[src/rtl/swlt_pkg.sv]
`timescale 1ns / 1ps

package swlt_pkg;

    localparam int SEQ_W  = 27;
    localparam int TIME_W = 32;
    localparam int CNT_W  = 7;
    localparam int SUM_W  = 64;

    localparam int DEF_TRACK_DEPTH = 128;
    localparam int DEF_MAX_WINDOW  = 64;
    localparam int RESULT_CAP      = 64;

    localparam logic [CNT_W-1:0]  DEF_WINDOW_LIMIT   = 7'd64;
    localparam logic [TIME_W-1:0] DEF_LOSS_TIMEOUT   = 32'd200000;
    localparam logic [SEQ_W-1:0]  DEF_TOTAL_REQUESTS = 27'd1000000;

    localparam logic [1:0] CFG_WINDOW_LIMIT   = 2'd0;
    localparam logic [1:0] CFG_LOSS_TIMEOUT   = 2'd1;
    localparam logic [1:0] CFG_TOTAL_REQUESTS = 2'd2;

    localparam logic [1:0] KIND_SEND  = 2'd0;
    localparam logic [1:0] KIND_REPLY = 2'd1;
    localparam logic [1:0] KIND_SCAN  = 2'd2;

    localparam logic [2:0] RES_GRANTED  = 3'd0;
    localparam logic [2:0] RES_REFUSED  = 3'd1;
    localparam logic [2:0] RES_ACCEPTED = 3'd2;
    localparam logic [2:0] RES_IGNORED  = 3'd3;
    localparam logic [2:0] RES_LOST     = 3'd4;
    localparam logic [2:0] RES_NONE     = 3'd5;

    localparam logic [1:0] ST_IN_FLIGHT = 2'd1;
    localparam logic [1:0] ST_ANSWERED  = 2'd2;
    localparam logic [1:0] ST_LOST      = 2'd3;

    typedef enum logic [3:0] {
        S_IDLE,
        S_SEND,
        S_RPL_RD,
        S_RPL_EX,
        S_SCN_RD,
        S_SCN_CHK,
        S_ADV_RD,
        S_ADV_CHK,
        S_FLUSH
    } t_state;

    typedef struct packed {
        logic load;
        logic send;
        logic rpl_read;
        logic rpl_exec;
        logic scan_init;
        logic scan_read;
        logic scan_step;
        logic adv_read;
        logic adv_step;
        logic flush;
    } t_cmd;

    typedef struct packed {
        logic [1:0] kind;
        logic       out_free;
        logic       pend_valid;
        logic       scan_more;
        logic       scan_lost;
        logic       adv_more;
        logic       adv_ok;
    } t_sts;

    typedef struct packed {
        logic              last;
        logic              all_resolved;
        logic [SUM_W-1:0]  rtt_total;
        logic [SEQ_W-1:0]  lost_count;
        logic [SEQ_W-1:0]  received_count;
        logic [SEQ_W-1:0]  sent_count;
        logic [CNT_W-1:0]  in_flight;
        logic [TIME_W-1:0] round_trip;
        logic [SEQ_W-1:0]  seq_number;
        logic [2:0]        result_code;
    } t_res;

endpackage

[src/rtl/swlt_ctrl.sv]
`timescale 1ns / 1ps

module swlt_ctrl (
    input  logic          i_clk,
    input  logic          i_rst_n,
    input  logic          i_in_valid,
    output logic          o_in_ready,
    input  swlt_pkg::t_sts i_sts,
    output swlt_pkg::t_cmd o_cmd
);

    swlt_pkg::t_state r_state;
    swlt_pkg::t_state n_state;

    always_ff @(posedge i_clk) begin
        if (!i_rst_n) begin
            r_state <= swlt_pkg::S_IDLE;
        end else begin
            r_state <= n_state;
        end
    end

    always_comb begin
        n_state    = r_state;
        o_cmd      = '0;
        o_in_ready = 1'b0;
        case (r_state)
            swlt_pkg::S_IDLE: begin
                o_in_ready = 1'b1;
                if (i_in_valid) begin
                    o_cmd.load = 1'b1;
                    n_state    = swlt_pkg::S_SEND;
                end
            end
            swlt_pkg::S_SEND: begin
                case (i_sts.kind)
                    swlt_pkg::KIND_SEND: begin
                        if (i_sts.out_free) begin
                            o_cmd.send = 1'b1;
                            n_state    = swlt_pkg::S_IDLE;
                        end
                    end
                    swlt_pkg::KIND_REPLY: begin
                        o_cmd.rpl_read = 1'b1;
                        n_state        = swlt_pkg::S_RPL_EX;
                    end
                    swlt_pkg::KIND_SCAN: begin
                        o_cmd.scan_init = 1'b1;
                        n_state         = swlt_pkg::S_SCN_RD;
                    end
                    default: begin
                        n_state = swlt_pkg::S_IDLE;
                    end
                endcase
            end
            swlt_pkg::S_RPL_RD: begin
                o_cmd.rpl_read = 1'b1;
                n_state        = swlt_pkg::S_RPL_EX;
            end
            swlt_pkg::S_RPL_EX: begin
                if (i_sts.out_free) begin
                    o_cmd.rpl_exec = 1'b1;
                    n_state        = swlt_pkg::S_IDLE;
                end
            end
            swlt_pkg::S_SCN_RD: begin
                if (i_sts.scan_more) begin
                    o_cmd.scan_read = 1'b1;
                    n_state         = swlt_pkg::S_SCN_CHK;
                end else begin
                    n_state = swlt_pkg::S_ADV_RD;
                end
            end
            swlt_pkg::S_SCN_CHK: begin
                if (!(i_sts.scan_lost && i_sts.pend_valid && !i_sts.out_free)) begin
                    o_cmd.scan_step = 1'b1;
                    n_state         = swlt_pkg::S_SCN_RD;
                end
            end
            swlt_pkg::S_ADV_RD: begin
                if (i_sts.adv_more) begin
                    o_cmd.adv_read = 1'b1;
                    n_state        = swlt_pkg::S_ADV_CHK;
                end else begin
                    n_state = swlt_pkg::S_FLUSH;
                end
            end
            swlt_pkg::S_ADV_CHK: begin
                if (i_sts.adv_ok) begin
                    o_cmd.adv_step = 1'b1;
                    n_state        = swlt_pkg::S_ADV_RD;
                end else begin
                    n_state = swlt_pkg::S_FLUSH;
                end
            end
            swlt_pkg::S_FLUSH: begin
                if (i_sts.out_free) begin
                    o_cmd.flush = 1'b1;
                    n_state     = swlt_pkg::S_IDLE;
                end
            end
            default: begin
                n_state = swlt_pkg::S_IDLE;
            end
        endcase
    end

endmodule

[config.mk]
export PLATFORM = sky130hd
export DESIGN_NAME = swlt_ctrl
export DESIGN_NICKNAME = d
export VERILOG_FILES = /design/src/rtl/swlt_pkg.sv /design/src/rtl/swlt_ctrl.sv
export SDC_FILE = /design/constraint.sdc
export NUM_CORES = 1
export LEC_CHECK = 0
export ABC_CLOCK_PERIOD_IN_PS = 1900
export BUFFER_PORTS_ARGS = -buffer_cell sky130_fd_sc_hd__clkbuf_2
export CELL_PAD_IN_SITES_DETAIL_PLACEMENT = 0
export CELL_PAD_IN_SITES_GLOBAL_PLACEMENT = 1
export CORE_ASPECT_RATIO = 1.1
export CORE_MARGIN = 2
export CORE_UTILIZATION = 28
export CTS_CLUSTER_DIAMETER = 30
export DETAILED_ROUTE_END_ITERATION = 6
export HOLD_SLACK_MARGIN = 0.12
export PLACE_DENSITY_LB_ADDON = 0.25
export SETUP_SLACK_MARGIN = 0.3
export SKIP_CTS_REPAIR_TIMING = 1
export SLEW_MARGIN = 20
export SYNTH_ARGS = -nofsm -noshare
export SYNTH_HDL_FRONTEND = slang
export SYNTH_SLANG_ARGS = --single-unit
[constraint.sdc]
create_clock -name i_clk -period 1.9 [get_ports i_clk]
set_clock_uncertainty 0.1 [all_clocks]
set_input_delay 0.57 -clock i_clk [delete_from_list [all_inputs] [get_ports i_clk]]
set_output_delay 0.57 -clock i_clk [all_outputs]
set_load 0.05 [all_outputs]
Yosys cells after proc, flatten, opt, wreduce, memory -nomap -nowiden
Index checks and enable logic that the tools add are counted.
W data, S select, Z words.
{"block": "totals", "ff_bits": 4, "out_inout_bits": 11}
{"block": "classes", "n_eq_ne": 12, "mux": 28, "n_reduce_logical": 7}
{"op": "$pmux W4 S8", "n": 1}
{"op": "$mux W4", "n": 5}
{"op": "$mux W1", "n": 19}
{"op": "$eq A4 B3 Y1 const B", "n": 4}
{"op": "$pmux W4 S3", "n": 1}
{"op": "$eq A4 B2 Y1 const B", "n": 2}
{"op": "$eq A4 B1 Y1 const B", "n": 1}
{"op": "$eq A4 B4 Y1 const B", "n": 1}
{"op": "$logic_not A4 Y1", "n": 1}
{"op": "$ne A2 B2 Y1 const B", "n": 2}
{"op": "$eq A2 B1 Y1 const B", "n": 1}
{"op": "$eq A2 B2 Y1 const B", "n": 1}
{"op": "$logic_and A1 B1 Y1", "n": 2}
{"op": "$logic_not A2 Y1", "n": 1}
{"op": "$mux W2", "n": 1}
{"op": "$pmux W1 S2", "n": 1}
{"op": "$reduce_and A2 Y1", "n": 1}
{"op": "$reduce_or A2 Y1", "n": 1}
{"op": "$logic_not A1 Y1", "n": 1}

Logic depth before layout (Yosys ltp)
{"block": "logic_depth", "ltp_word": 4, "ltp_mapped": 5}

Worst setup path after synthesis
No wires, ideal clock.
{"block": "synth_timing", "path_type": "input -> output", "from": "in i_sts[7] (netlist bit)", "to": "out o_cmd[8] (netlist bit)", "arrival_time_ns": 2.125, "t_required_ns": 1.230, "slack_ns": -0.895, "stages": 1, "n_path_buf": 0, "cell_sequence": "nor4_1"}
{"block": "synth_between", "elab_chain_len": 3}
{"item": "start, declared", "line": "swlt_ctrl.sv:8", "rtl": "input swlt_pkg::t_sts i_sts,"}
{"item": "$logic_not A2 Y1", "line": "swlt_ctrl.sv:36", "rtl": "case (i_sts.kind)"}
{"item": "$mux W1", "line": "swlt_ctrl.sv:36"}
{"item": "$mux W1", "line": "swlt_ctrl.sv:27", "rtl": "case (r_state)"}
{"item": "end, declared", "line": "swlt_ctrl.sv:9", "rtl": "output swlt_pkg::t_cmd o_cmd"}
Every way passes these cells.

==> reports/metrics.csv <==
metric,value,unit
status,"complete, but fails checks",
failing checks,setup timing,
syn nets,70,
Non-Filler Instances,112,
worst-margin pin slew,0.263,ns
clock network fraction of design power,14.9,%
Max Slew Vio Count,0,
clock sinks,4,
post-layout util,72.3,%
Clock Path Buffers,2,
initial cell density of the core,30.1,%
Rows,14,
area of the mapped netlist,417,µm²
cts bufs inserted,3,
Total GRT Usage,17.4,%
placed insts,108,
initial antenna violation count,0,
share of layout cells above drive strength 1,72.9,%
wire per inst,12.1,µm
Die Area,1810,µm²
Clock transition at path regs,0.04,ns
# setup viols final,8,
Final nets,109,
Syn Inst Count,59,
Pwr Total,0.000718,W
hpwl dp,1100,µm
DRC violations left,0,
DRT Pass-1 Iters,2,
switching power of the nets,0.000321,W
Worst Hold Class,input port to flip-flop,
sequential area share after synthesis,19.2,%
ranking of synthesized cells by area,"dfxtp_1 (19%), nand2_1 (8.1%), nand2b_1 (6.0%), o22ai_2 (6.0%), a21oi_1 (4.8%)",
port bufs,21,
Biggest register,r_state,
leakage,0.422,nW
WS Path Type,flip-flop to primary output,
Reg power frac,15.9,%
switch share,44.7,%
Cell Int Power,0.000397,W
crit end category,primary output,
final worst-path setup slack,-0.214,ns
CTS tree,yes,
Die Ht,44.5,µm
vias in the first global route,509,
Synth area leader,dfxtp_1,
Post-synth EDFFs,0,
Fmax,473,MHz
max reg flops,4,
first-pass GRT wire length,2130,µm
CTS H-tree depth,1,
Core Footprint,1380,µm²
maximum VDD drop,0.608,mV
crit path max fanout,3,
Synth top area share,19.2,%
startpoint types,flip-flop,
Routed WL,1360,µm
CTS root buffer,clkbuf_4,
RePlAce Congestion,0.766,
number of synthesized register bits,4,
Synth Area per Inst,7.06,µm²
"Distinct cells, synth",29,
"Min Clock Period, post-route",2.11,ns
Syn-to-layout area delta,140,%
Logic pwr share,69.2,%
# diodes,0,
"Req. time, crit path",1.23,ns
Syn. warnings,0,
I/O pins,22,
Slew headroom,82.4,%
Antenna Nets Post-Route,0,
Async SR Flop Fraction,0,%
pin count of the biggest net entering global routing,11,
CP Data Arrival Time,1.44,ns
vias post-DR,572,
Die Width,40.8,µm
number of max-cap violations,0,
RSZ-0062 raised after global routing,yes,
biggest regs,r_state: 4 flops,
final hold vios,0,
DR iter-0 viols,8,
PwrDens,718,nW/µm²
Synth Flop Type,dfxtp_1,
fin crit share,111,%
worst skew pair latency,0.24,ns
vias per cell,5.11,
GR Overflow Total,0,
==> cell usage after synthesis, types with 2 or more instances <==
cell type / count
nor3_1: 3
dfxtp_1: 4
inv_1: 3
nor4_1: 2
o22ai_2: 2
o31ai_1: 2
nand2b_1: 4
buf_2: 3
nand2_1: 9
nor2_1: 5
a21oi_1: 4
==> critical path: stages (launching register included) <==
cell and delay (ns):
dfxtp_2 0.31, or4_4 0.55, clkinvlp_4 0.08, and2_4 0.13
buf_8 0.13
==> metal layers <==
| layer | GRT usage [%] | vias to the layer above | wire [µm] |
|---|---|---|---|
| met3 | 3.52 | 2 | 29 |
| met4 | 8.00 | 0 | 17 |
| met1 | 20.9 | 261 | 579 |
| li1 | - | 296 | - |
| met2 | 28.4 | 13 | 732 |
| met5 | 0 | - | 0 |
==> path summary, 6_finish.rpt <==
kind / start / end / slack, ns / depth (start not counted)
hold / removal: i_rst_n / r_state[2] / 0.49 / 2
hold reg to reg: r_state[3] / r_state[3] / 0.55 / 3
setup reg to reg: r_state[3] / r_state[1] / 0.36 / 4
setup / recovery: r_state[3] / o_cmd[9] / -0.21 / 4
==> power groups by stage <==
stage	combinational [W]	sequential [W]	clock (W)
6_report	0.000497	0.000114	0.000107
5_1_grt	0.000530	0.000115	0.000121
4_1_cts	0.000428	0.000109	0.000110
3_5_place_dp	0.000426	0.000110	0
3_3_place_gp	0.000423	0.000109	0
2_1_floorplan	0.000293	0.000113	0
==> cell usage in the layout (no fill, tap or decap), drive strengths merged <==
master / count
buf: 28
clkbuf: 12
nand2: 9
nor2: 5
a21oi: 4
dfxtp: 4
nand2b: 4
nor3: 3
inv: 2
o22ai: 2
nor4: 2
o31ai: 2
or4: 1
clkinvlp: 1
and2b: 1
nor4bb: 1
o21a: 1
nand3b: 1
nor3b: 1
and2: 1
and4b: 1
mux2i: 1
o211a: 1
o32a: 1
nand3: 1
a2bb2oi: 1
o211ai: 1
nor2b: 1
a22oi: 1
o31a: 1
a211oi: 1
==> cell families after synthesis <==
group,synth area share (%)
multiplexers,2.40
flip-flops,19.2
AND/OR/NAND/NOR,41.4
buffers and inverters,6.31
AO/OA/AOI/OAI,30.6
==> layout make-up <==
class | count | area [µm²]
multi-input cells | 49 | 489
fillers | 106 | 383
repair buffers | 37 | 367
flip-flops and latches | 4 | 87.6
clock buffers | 3 | 22.5
well taps | 16 | 20.0
inverters | 3 | 15.0
==> metrics by stage <==
step,cell area [µm²],hold WS (ns),setup slack (ns),setup TNS (ns)
2_1_floorplan,566,0.414,-0.134,-0.172
3_3_place_gp,818,0.528,-0.144,-0.345
3_5_place_dp,818,0.519,-0.140,-0.377
4_1_cts,841,0.484,-0.339,-2.46
5_1_grt,1000,0.503,-0.263,-1.43
6_report,1000,0.492,-0.214,-0.932
Note: power is estimated with default switching activity, not from simulation.
